File: config.mk
export PLATFORM = sky130hd
export DESIGN_NAME = dns_query_name_matcher_flat
export DESIGN_NICKNAME = d
export VERILOG_FILES = /design/src/rtl/dnsqm_pkg.sv /design/src/rtl/dnsqm_stream_if.sv /design/src/rtl/dnsqm_cfg_regs.sv /design/src/rtl/dnsqm_parser.sv /design/src/rtl/dnsqm_out_buf.sv /design/src/rtl/dns_query_name_matcher.sv /design/src/flat_wrapper.sv
export SDC_FILE = /design/constraint.sdc
export NUM_CORES = 1
export LEC_CHECK = 0
export BUFFER_PORTS_ARGS = -buffer_cell sky130_fd_sc_hd__buf_2
export CAP_MARGIN = 0
export CORE_AREA = 2 2 168 170
export DETAILED_ROUTE_END_ITERATION = 12
export DIE_AREA = 0 0 170 172
export PLACE_DENSITY = 0.84
export SYNTH_ARGS = -nofsm -noshare
export SYNTH_HDL_FRONTEND = slang
export SYNTH_SLANG_ARGS = --single-unit
File: constraint.sdc
create_clock -name clk -period 4 [get_ports clk]
set_input_delay 0.2 -clock clk [delete_from_list [all_inputs] [get_ports clk]]
set_output_delay 0.2 -clock clk [all_outputs]
set_load 0.005 [all_outputs]
File: src/rtl/dnsqm_pkg.sv
// Shared types, constants and helper functions for the DNS query name matcher.
`timescale 1ns / 1ps

package dnsqm_pkg;

    // Longest prefix that is compared; longer configured lengths saturate here.
    localparam int MAX_PREFIX_CHARS  = 32;
    // Longest message that can still report a match.
    localparam int MAX_MESSAGE_BYTES = 1600;

    localparam int CFG_INDEX_W  = 3;
    localparam int CFG_DATA_W   = 64;
    localparam int PREFIX_LEN_W = 6;
    localparam int PREFIX_REGS  = 4;
    localparam int PREFIX_BITS  = PREFIX_REGS * CFG_DATA_W;
    localparam int COUNT_W      = 11;

    localparam logic [PREFIX_LEN_W:0] PREFIX_CAP     = (PREFIX_LEN_W + 1)'(MAX_PREFIX_CHARS);
    localparam logic [COUNT_W-1:0]    COUNT_MAX      = '1;
    localparam logic [COUNT_W-1:0]    LAST_MSG_INDEX = COUNT_W'(MAX_MESSAGE_BYTES - 1);
    localparam logic [COUNT_W-1:0]    QDCOUNT_HI_IDX = COUNT_W'(4);
    localparam logic [COUNT_W-1:0]    QDCOUNT_LO_IDX = COUNT_W'(5);
    localparam logic [COUNT_W-1:0]    HEADER_END_IDX = COUNT_W'(11);
    localparam logic [7:0]            POINTER_MARK   = 8'd192;
    localparam logic [7:0]            DOT_CHAR       = 8'h2E;

    typedef enum logic [CFG_INDEX_W-1:0] {
        CFG_PREFIX_LENGTH  = 3'd0,
        CFG_PREFIX_CHARS_0 = 3'd1,
        CFG_PREFIX_CHARS_1 = 3'd2,
        CFG_PREFIX_CHARS_2 = 3'd3,
        CFG_PREFIX_CHARS_3 = 3'd4
    } cfg_index_t;

    typedef enum logic [1:0] {
        STAGE_HEADER,
        STAGE_LENGTH,
        STAGE_LABEL,
        STAGE_DONE
    } parse_stage_t;

    typedef struct packed {
        logic [PREFIX_LEN_W-1:0] prefix_length;
        logic [PREFIX_BITS-1:0]  prefix_chars;
    } dnsqm_cfg_t;

    typedef struct packed {
        logic valid;
        logic matched;
    } dnsqm_result_t;

    function automatic logic [7:0] fold_case(input logic [7:0] c);
        logic [7:0] folded;
        folded = (c inside {[8'd65:8'd90]}) ? c + 8'd32 : c;
        return folded;
    endfunction

endpackage

File: src/rtl/dnsqm_stream_if.sv
// Valid/ready channel interfaces for message bytes in and match results out.
`timescale 1ns / 1ps

interface dnsqm_query_if;
    logic       valid;
    logic       ready;
    logic [7:0] data_byte;
    logic       last_byte;

    modport source (output valid, output data_byte, output last_byte, input ready);
    modport sink   (input valid, input data_byte, input last_byte, output ready);
endinterface

interface dnsqm_result_if;
    logic valid;
    logic ready;
    logic matched;

    modport source (output valid, output matched, input ready);
    modport sink   (input valid, input matched, output ready);
endinterface

File: src/rtl/dnsqm_cfg_regs.sv
// Configuration register file holding the prefix length and prefix characters.
`timescale 1ns / 1ps

module dnsqm_cfg_regs (
    input  logic                             clk,
    input  logic                             rst_n,
    input  logic                             cfg_we,
    input  logic [dnsqm_pkg::CFG_INDEX_W-1:0] cfg_index,
    input  logic [dnsqm_pkg::CFG_DATA_W-1:0]  cfg_wdata,
    output dnsqm_pkg::dnsqm_cfg_t             cfg
);
    import dnsqm_pkg::*;

    logic [PREFIX_LEN_W-1:0] prefix_length_reg;
    logic [CFG_DATA_W-1:0]   chars_reg [PREFIX_REGS];

    always_ff @(posedge clk or negedge rst_n)
    begin
        if (!rst_n)
        begin
            prefix_length_reg <= '0;
            for (int i = 0; i < PREFIX_REGS; i++)
            begin
                chars_reg[i] <= '0;
            end
        end
        else if (cfg_we)
        begin
            case (cfg_index)
                CFG_PREFIX_LENGTH:  prefix_length_reg <= cfg_wdata[PREFIX_LEN_W-1:0];
                CFG_PREFIX_CHARS_0: chars_reg[0] <= cfg_wdata;
                CFG_PREFIX_CHARS_1: chars_reg[1] <= cfg_wdata;
                CFG_PREFIX_CHARS_2: chars_reg[2] <= cfg_wdata;
                CFG_PREFIX_CHARS_3: chars_reg[3] <= cfg_wdata;
                default: ;
            endcase
        end
    end

    assign cfg.prefix_length = prefix_length_reg;
    assign cfg.prefix_chars  = {chars_reg[3], chars_reg[2], chars_reg[1], chars_reg[0]};

endmodule

File: src/rtl/dnsqm_parser.sv
// Header and question name parser with case-insensitive prefix comparison.
`timescale 1ns / 1ps

module dnsqm_parser (
    input  logic                     clk,
    input  logic                     rst_n,
    input  logic                     accept,
    input  logic [7:0]               data_byte,
    input  logic                     last_byte,
    input  dnsqm_pkg::dnsqm_cfg_t    cfg,
    output dnsqm_pkg::dnsqm_result_t res
);
    import dnsqm_pkg::*;

    parse_stage_t            stage_reg,      stage_next;
    logic [COUNT_W-1:0]      count_reg,      count_next;
    logic [7:0]              qd_high_reg,    qd_high_next;
    logic                    single_reg,     single_next;
    logic [7:0]              left_reg,       left_next;
    logic [PREFIX_LEN_W-1:0] pos_reg,        pos_next;
    logic                    first_reg,      first_next;
    logic                    mismatch_reg,   mismatch_next;

    logic [PREFIX_LEN_W-1:0] eff_len;
    logic [7:0]              prefix_char;
    logic                    take_en;
    logic [7:0]              take_char;
    logic [7:0]              left_dec;

    always_comb
    begin
        eff_len = ({1'b0, cfg.prefix_length} > PREFIX_CAP) ? PREFIX_CAP[PREFIX_LEN_W-1:0]
                                                          : cfg.prefix_length;
        // Only the first 32 prefix characters are stored; the rest read as zero.
        prefix_char = pos_reg[PREFIX_LEN_W-1] ? 8'h00
                    : cfg.prefix_chars[{pos_reg[PREFIX_LEN_W-2:0], 3'b000} +: 8];
    end

    always_comb
    begin
        stage_next    = stage_reg;
        qd_high_next  = qd_high_reg;
        single_next   = single_reg;
        left_next     = left_reg;
        pos_next      = pos_reg;
        first_next    = first_reg;
        mismatch_next = mismatch_reg;
        count_next    = (count_reg != COUNT_MAX) ? count_reg + 1'b1 : count_reg;
        take_en       = 1'b0;
        take_char     = data_byte;
        left_dec      = left_reg - 8'd1;
        res           = '0;

        case (stage_reg)
            STAGE_HEADER:
            begin
                if (count_reg == QDCOUNT_HI_IDX)
                begin
                    qd_high_next = data_byte;
                end
                else if (count_reg == QDCOUNT_LO_IDX)
                begin
                    single_next = (qd_high_reg == 8'd0) && (data_byte == 8'd1);
                end
                if (count_reg == HEADER_END_IDX)
                begin
                    stage_next = STAGE_LENGTH;
                end
            end
            STAGE_LENGTH:
            begin
                if (data_byte >= POINTER_MARK)
                begin
                    mismatch_next = 1'b1;
                    stage_next    = STAGE_DONE;
                end
                else if (data_byte == 8'd0)
                begin
                    stage_next = STAGE_DONE;
                end
                else
                begin
                    // Every label after the first is preceded by a dot in the name.
                    take_en    = !first_reg;
                    take_char  = DOT_CHAR;
                    first_next = 1'b0;
                    left_next  = data_byte;
                    stage_next = STAGE_LABEL;
                end
            end
            STAGE_LABEL:
            begin
                take_en   = 1'b1;
                left_next = left_dec;
                if (left_dec == 8'd0)
                begin
                    stage_next = STAGE_LENGTH;
                end
            end
            default: ;
        endcase

        if (take_en && (pos_reg < eff_len))
        begin
            if (fold_case(take_char) != fold_case(prefix_char))
            begin
                mismatch_next = 1'b1;
            end
            pos_next = pos_reg + 1'b1;
        end

        if (last_byte)
        begin
            res.valid   = accept;
            res.matched = single_next && (count_reg <= LAST_MSG_INDEX) && (eff_len != '0)
                          && (pos_next >= eff_len) && !mismatch_next;
            stage_next    = STAGE_HEADER;
            count_next    = '0;
            qd_high_next  = '0;
            single_next   = 1'b0;
            left_next     = '0;
            pos_next      = '0;
            first_next    = 1'b1;
            mismatch_next = 1'b0;
        end
    end

    always_ff @(posedge clk or negedge rst_n)
    begin
        if (!rst_n)
        begin
            stage_reg    <= STAGE_HEADER;
            count_reg    <= '0;
            qd_high_reg  <= '0;
            single_reg   <= 1'b0;
            left_reg     <= '0;
            pos_reg      <= '0;
            first_reg    <= 1'b1;
            mismatch_reg <= 1'b0;
        end
        else if (accept)
        begin
            stage_reg    <= stage_next;
            count_reg    <= count_next;
            qd_high_reg  <= qd_high_next;
            single_reg   <= single_next;
            left_reg     <= left_next;
            pos_reg      <= pos_next;
            first_reg    <= first_next;
            mismatch_reg <= mismatch_next;
        end
    end

endmodule

File: src/rtl/dnsqm_out_buf.sv
// Two-entry result buffer: output register plus a skid entry.
`timescale 1ns / 1ps

module dnsqm_out_buf (
    input  logic                     clk,
    input  logic                     rst_n,
    input  dnsqm_pkg::dnsqm_result_t push,
    output logic                     push_ready,
    output logic                     out_valid,
    output logic                     out_matched,
    input  logic                     out_ready
);
    import dnsqm_pkg::*;

    logic out_valid_reg,  out_valid_next;
    logic out_match_reg,  out_match_next;
    logic skid_valid_reg, skid_valid_next;
    logic skid_match_reg, skid_match_next;
    logic pop;

    always_comb
    begin
        pop             = out_valid_reg && out_ready;
        out_valid_next  = out_valid_reg;
        out_match_next  = out_match_reg;
        skid_valid_next = skid_valid_reg;
        skid_match_next = skid_match_reg;

        if (!out_valid_reg || pop)
        begin
            if (skid_valid_reg)
            begin
                out_valid_next  = 1'b1;
                out_match_next  = skid_match_reg;
                skid_valid_next = push.valid;
                skid_match_next = push.matched;
            end
            else
            begin
                out_valid_next = push.valid;
                out_match_next = push.matched;
            end
        end
        else if (push.valid)
        begin
            // Output is held by the consumer; park the new result.
            skid_valid_next = 1'b1;
            skid_match_next = push.matched;
        end
    end

    always_ff @(posedge clk or negedge rst_n)
    begin
        if (!rst_n)
        begin
            out_valid_reg  <= 1'b0;
            skid_valid_reg <= 1'b0;
        end
        else
        begin
            out_valid_reg  <= out_valid_next;
            skid_valid_reg <= skid_valid_next;
        end
    end

    always_ff @(posedge clk)
    begin
        out_match_reg  <= out_match_next;
        skid_match_reg <= skid_match_next;
    end

    assign push_ready  = !skid_valid_reg;
    assign out_valid   = out_valid_reg;
    assign out_matched = out_match_reg;

endmodule

File: src/rtl/dns_query_name_matcher.sv
// Top level of the DNS query name prefix matcher.
//
//   Channel  Direction  Payload                Handshake
//   query    in         data_byte, last_byte   valid/ready
//   result   out        matched                valid/ready
//   cfg      in         cfg_index, cfg_wdata   cfg_we, no back-pressure
//
// One message byte is taken per cycle while query.ready is high; the parse registers
// update on the accepting edge. The result of a message is registered at the edge that
// accepts its last byte and is offered from the next cycle on if no earlier result waits.
// A two-entry result buffer lets bytes keep flowing while one result waits to be taken;
// query.ready drops only when both entries hold results.
// Reset returns the parser to the header stage and clears the configuration; no clearing
// pass is needed.
`timescale 1ns / 1ps

module dns_query_name_matcher (
    input  logic                              clk,
    input  logic                              rst_n,
    input  logic                              cfg_we,
    input  logic [dnsqm_pkg::CFG_INDEX_W-1:0] cfg_index,
    input  logic [dnsqm_pkg::CFG_DATA_W-1:0]  cfg_wdata,
    dnsqm_query_if.sink                       query,
    dnsqm_result_if.source                    result
);
    import dnsqm_pkg::*;

    dnsqm_cfg_t    cfg;
    dnsqm_result_t parse_res;
    logic          accept;
    logic          buf_ready;

    assign query.ready = buf_ready;
    assign accept      = query.valid && buf_ready;

    dnsqm_cfg_regs u_cfg_regs (
        .clk       (clk),
        .rst_n     (rst_n),
        .cfg_we    (cfg_we),
        .cfg_index (cfg_index),
        .cfg_wdata (cfg_wdata),
        .cfg       (cfg)
    );

    dnsqm_parser u_parser (
        .clk       (clk),
        .rst_n     (rst_n),
        .accept    (accept),
        .data_byte (query.data_byte),
        .last_byte (query.last_byte),
        .cfg       (cfg),
        .res       (parse_res)
    );

    dnsqm_out_buf u_out_buf (
        .clk         (clk),
        .rst_n       (rst_n),
        .push        (parse_res),
        .push_ready  (buf_ready),
        .out_valid   (result.valid),
        .out_matched (result.matched),
        .out_ready   (result.ready)
    );

endmodule

File: src/flat_wrapper.sv
// flat-port wrapper written by rule: the top's interface ports become plain ports
module dns_query_name_matcher_flat import dnsqm_pkg::*;
  (clk, rst_n, cfg_we, cfg_index, cfg_wdata, query_valid, query_data_byte, query_last_byte, query_ready, result_valid, result_matched, result_ready);
  dnsqm_query_if query_i ();
  dnsqm_result_if result_i ();
  input  logic clk;
  input  logic rst_n;
  input  logic cfg_we;
  input  logic [dnsqm_pkg::CFG_INDEX_W-1:0] cfg_index;
  input  logic [dnsqm_pkg::CFG_DATA_W-1:0] cfg_wdata;
  input wire logic [$bits(query_i.valid)-1:0] query_valid;
  input wire logic [$bits(query_i.data_byte)-1:0] query_data_byte;
  input wire logic [$bits(query_i.last_byte)-1:0] query_last_byte;
  output wire logic [$bits(query_i.ready)-1:0] query_ready;
  output wire logic [$bits(result_i.valid)-1:0] result_valid;
  output wire logic [$bits(result_i.matched)-1:0] result_matched;
  input wire logic [$bits(result_i.ready)-1:0] result_ready;
  assign query_i.valid = query_valid;
  assign query_i.data_byte = query_data_byte;
  assign query_i.last_byte = query_last_byte;
  assign query_ready = query_i.ready;
  assign result_valid = result_i.valid;
  assign result_matched = result_i.matched;
  assign result_i.ready = result_ready;
  dns_query_name_matcher u_core (.clk(clk), .rst_n(rst_n), .cfg_we(cfg_we), .cfg_index(cfg_index), .cfg_wdata(cfg_wdata), .query(query_i), .result(result_i));
endmodule
==> impl_metrics.py <==
metrics = {
    "timing": {
        "time_the_worst_path_needs_with_i_o_delays_and_setup_ns": 3.80,
        "setup_slack_ns": 0.205,
        "timing.final.setup_violations": 0,
        "worst_pin_slew_ns": 1.07,
        "fin_hold_ws_ns": 0.0215,
        "timing_max_transition_violations_final": 0,
        "skew_ns": 0.0229,
        "unrepaired_setup_endpoints_after_global_routing": "no",
        "rel_slew_slack_pct": 28.3,
        "finalHoldViolCount": 0,
        "fin_tns_setup_ns": 0,
        "fin_crit_sh_pct": 94.9,
        "max_clock_freq_ghz": 0.263,
    },
    "placed_design": {
        "placed_wire_length_estimate_after_detailed_placement_um": 22400,
        "pre_cts_ws_ns": 0.250,
        "io_buffer_count": 83,
        "place.gp.congestion": 0.883,
    },
    "worst_setup_path": {
        "crit_required_ns": 4.26,
        "r2r.worst_path.cells": 17,
        "worst_setup_path_end_kind": "register",
        "start_kind": "register",
        "crit_family": "compound AO/OA/AOI/OAI gates",
        "path_cells": "or3b_2 > a21o_1 > a21o_1 > a21o_1 > a21o_1 > a21oi_4 > xnor2_1 > ha_1 > nand2b_1 > a21o_1 > a21oi_1 > nor2b_1 > o21ai_0 > nand2b_1 > a21oi_1 > nor4_1 > a32o_1",
        "slowest_stage": "sky130_fd_sc_hd__or3b_2",
        "most_frequent_cp_cell": "sky130_fd_sc_hd__a21o_1",
        "path_class": "register to register",
        "worst-path-buf-inv": 0,
        "timing.critical_path.arrival_ns": 4.05,
        "r2r_start": "u_core.u_cfg_regs.prefix_length_reg[5]$_DFFE_PN0P_",
        "regToRegEndpoint": "u_core.u_out_buf.out_matched$_DFFE_PN_",
        "reg2reg_setup_slack_ns": 0.20,
        "timing.critical_path.fanout_max": 5,
        "critical_path.max_stage_delay_ns": 0.49,
    },
    "finish": {
        "antenna_cells": 0,
        "largest_register_ffs": 256,
        "layout.nets": 1364,
        "filler_cells": 1942,
        "final_layout_size_suffix_gt1_share_pct": 37.0,
        "layout-area-overhead-vs-synth_pct": 17.6,
        "commonest_cells_after_routing_fill_and_taps_aside": "sky130_fd_sc_hd__dfrtp_1 (299), sky130_fd_sc_hd__mux2_2 (264), sky130_fd_sc_hd__buf_2 (82)",
        "layout.cells.most_common": "sky130_fd_sc_hd__dfrtp_1",
    },
    "hold_path": {
        "holdCritPathClass": "input port to register",
        "worst_hold_stages": 2,
        "min-delay-start": "query_data_byte[2]",
        "holdPathEnd": "u_core.u_parser.qd_high_reg[2]$_DFFE_PN0P_",
    },
    "die": {
        "die_width_um": 170,
        "fp.dieArea_sq_um": 29200,
        "floorplan.initialDensity_pct": 54.3,
        "num_rows": 61,
        "core_area_sq_um": 27500,
        "io_pins": 84,
        "die_y_um": 172,
    },
    "drt": {
        "drt-initial-drc-count": 768,
        "route.antenna.remaining_nets": 0,
        "routed_wirelength_um": 34800,
        "route.vias.total": 10048,
        "detail_route.drc_violations": 0,
        "avgRoutedWirePerCell_um": 21.3,
        "drt-vias-per-instance": 6.16,
        "firstDrtPassIters": 5,
    },
    "logic_synthesis": {
        "post_synth_inst_count": 1109,
        "ys_ff_latch": 304,
        "synthesis.area_sq_um": 14900,
        "seq_area_frac_synth_pct": 51.1,
        "synth_flop_cell": "sky130_fd_sc_hd__dfrtp_1",
        "syn-num-nets": 1212,
        "count_of_flip_flops_with_a_built_in_enable_after_synthesis": 2,
        "yosysWarningCount": 0,
        "postSynth.asyncResetShare_pct": 99.3,
        "synth.distinct_cells": 66,
        "avg_synthesized_cell_area_sq_um": 13.4,
    },
    "global_routing": {
        "grt_use_met2_pct": 40.1,
        "grt_antenna_before_repair": 0,
        "first_pass_grt_wire_length_um": 55800,
        "grt_overflow": 0,
        "grt_start_max_net_pins": 122,
        "grt_use_total_pct": 24.4,
        "grt.met1_usage_pct": 33.5,
        "groute.layer.met3.usage_pct": 3.73,
        "grt_pass1_vias": 10279,
        "grt_most_used_layer": "met2",
    },
    "power": {
        "design_power_total_uw": 9500,
        "power.density_nw_per_um2": 542,
        "worst_ir_drop_vdd_mv": 0.347,
        "power_leakage_uw": 0.00745,
    },
    "clock_network": {
        "h-tree-depth": 2,
        "numCtsBuffers": 34,
        "clock_sink_count": 304,
        "cts.repair_timing.setup_buffer_count": 0,
        "clkLatencyLatePin_ns": 0.53,
        "buffers_from_clock_root_to_sink_at_most": 3,
        "worst_setup_hold_path_clk_slew_ns": 0.06,
        "clock_root_buffer": "sky130_fd_sc_hd__clkbuf_16",
        "tritoncts": "done",
    },
    "job": {
        "max-cap-violations": 0,
    },
    "status": {
        "run_status": "finished, final reports clean",
    },
}
==> layer usage <==
| metal | routed length, um | part of all wire (%) |
|---|---|---|
| met5 | 0 | 0 |
| met4 | 879 | 2.5 |
| met3 | 1890 | 5.4 |
| met2 | 16800 | 48 |
| met1 | 15300 | 44 |
==> how the worst max path moves through the flow <==
stage	cells past startpoint	slack (ns)	from	to
2_1_floorplan	19	0.21	u_core.u_parser.pos_reg[0]$_DFFE_PN0P_	u_core.u_out_buf.out_matched$_DFFE_PN_
5_1_grt	13	0.06	u_core.u_parser.pos_reg[2]$_DFFE_PN0P_	u_core.u_out_buf.out_matched$_DFFE_PN_
6_report	17	0.20	u_core.u_cfg_regs.prefix_length_reg[5]$_DFFE_PN0P_	u_core.u_out_buf.out_matched$_DFFE_PN_
3_3_place_gp	19	0.37	u_core.u_cfg_regs.prefix_length_reg[5]$_DFFE_PN0P_	u_core.u_out_buf.out_matched$_DFFE_PN_
3_5_place_dp	19	0.25	u_core.u_cfg_regs.prefix_length_reg[5]$_DFFE_PN0P_	u_core.u_out_buf.out_matched$_DFFE_PN_
4_1_cts	19	0.21	u_core.u_cfg_regs.prefix_length_reg[5]$_DFFE_PN0P_	u_core.u_out_buf.out_matched$_DFFE_PN_
==> cell type report <==
type	instances	area, sq um	share of cell area [%]
Clock buffer	49	967	5.52
Timing Repair Buffer	177	1330	7.56
Tap cell	346	433	2.47
Inverter	16	60.1	0.343
Multi-Input combinational cell	728	6960	39.7
Clock inverter	12	165	0.942
Sequential cell	304	7620	43.5
==> cell usage after synthesis (3+ instances only) <==
cell	n	area share [%]
sky130_fd_sc_hd__dfrtp_1	301	51
sky130_fd_sc_hd__mux2_2	264	20
sky130_fd_sc_hd__mux2i_1	62	4.2
sky130_fd_sc_hd__nand2_1	62	1.6
sky130_fd_sc_hd__clkbuf_1	37	0.93
sky130_fd_sc_hd__o21ai_0	34	1.1
sky130_fd_sc_hd__nor2_1	31	0.78
sky130_fd_sc_hd__a22oi_1	28	1.4
sky130_fd_sc_hd__mux4_2	28	4.2
sky130_fd_sc_hd__ha_1	22	1.8
sky130_fd_sc_hd__a21oi_1	18	0.60
sky130_fd_sc_hd__inv_1	16	0.40
sky130_fd_sc_hd__mux4_1	13	2.3
sky130_fd_sc_hd__a22o_1	12	0.70
sky130_fd_sc_hd__buf_2	12	0.40
sky130_fd_sc_hd__and2_1	11	0.46
sky130_fd_sc_hd__or3_1	10	0.42
sky130_fd_sc_hd__nand3_1	9	0.30
sky130_fd_sc_hd__nor4_1	9	0.38
sky130_fd_sc_hd__xor2_1	9	0.53
sky130_fd_sc_hd__nand2b_1	8	0.34
sky130_fd_sc_hd__xnor2_1	8	0.47
sky130_fd_sc_hd__a21o_1	7	0.35
sky130_fd_sc_hd__nor2b_1	7	0.29
sky130_fd_sc_hd__nor3_1	7	0.23
sky130_fd_sc_hd__and3_1	6	0.25
sky130_fd_sc_hd__buf_6	6	0.45
sky130_fd_sc_hd__o31ai_1	6	0.30
sky130_fd_sc_hd__a211oi_1	5	0.25
sky130_fd_sc_hd__o22ai_1	5	0.21
sky130_fd_sc_hd__a31oi_1	3	0.13
sky130_fd_sc_hd__a32o_1	3	0.20
sky130_fd_sc_hd__buf_4	3	0.15
sky130_fd_sc_hd__nand3b_1	3	0.15
sky130_fd_sc_hd__or4_1	3	0.15
==> cell families (layout without fill, tap and decap cells) <==
kind of cell | count (synthesis) | after routing | synth area share [%]
xor+xnor | 18 | 18 | 1.16
compound gates | 141 | 141 | 6.59
flops | 304 | 304 | 51.1
mux | 367 | 367 | 30.6
simple gates | 180 | 180 | 6.12
buf+inv | 77 | 254 | 2.59
fa+ha+maj | 22 | 22 | 1.85
==> worst reg2reg max path, delay by kind of cell (launching register included) <==
family | cells | cell delay (ns)
AOI/OAI and AO/OA | 10 | 1.86
xor gates and xnor gates | 1 | 0.15
adders and majority gates | 1 | 0.25
DFF | 1 | 0.42
and+or+nand+nor | 5 | 0.86
==> timing repair <==
item | CTS | global route
endpoints found under the hold margin | 352 | 0
hold buffers | 63 | 0
gates resized for setup | 0 | 2
endpoints found under the setup margin | 0 | 1
==> stage by stage <==
stage               utilization, %  area, sq um  std cells
CTS                           63.8        17500       1632
global placement              57.4        15800       1508
global route                  63.8        17500       1632
finish                        63.8        17500       1632
detailed placement            57.4        15800       1508
floorplan                        -        14900       1109
==> power breakdown <==
group | internal [uW] | total, uW | switching (uW)
Combinational | 1190 | 2210 | 1020
Sequential | 3730 | 4140 | 404
Clock | 1890 | 3150 | 1250
Total | 6820 | 9500 | 2680
No activity file was read; power rests on OpenSTA's default activity.
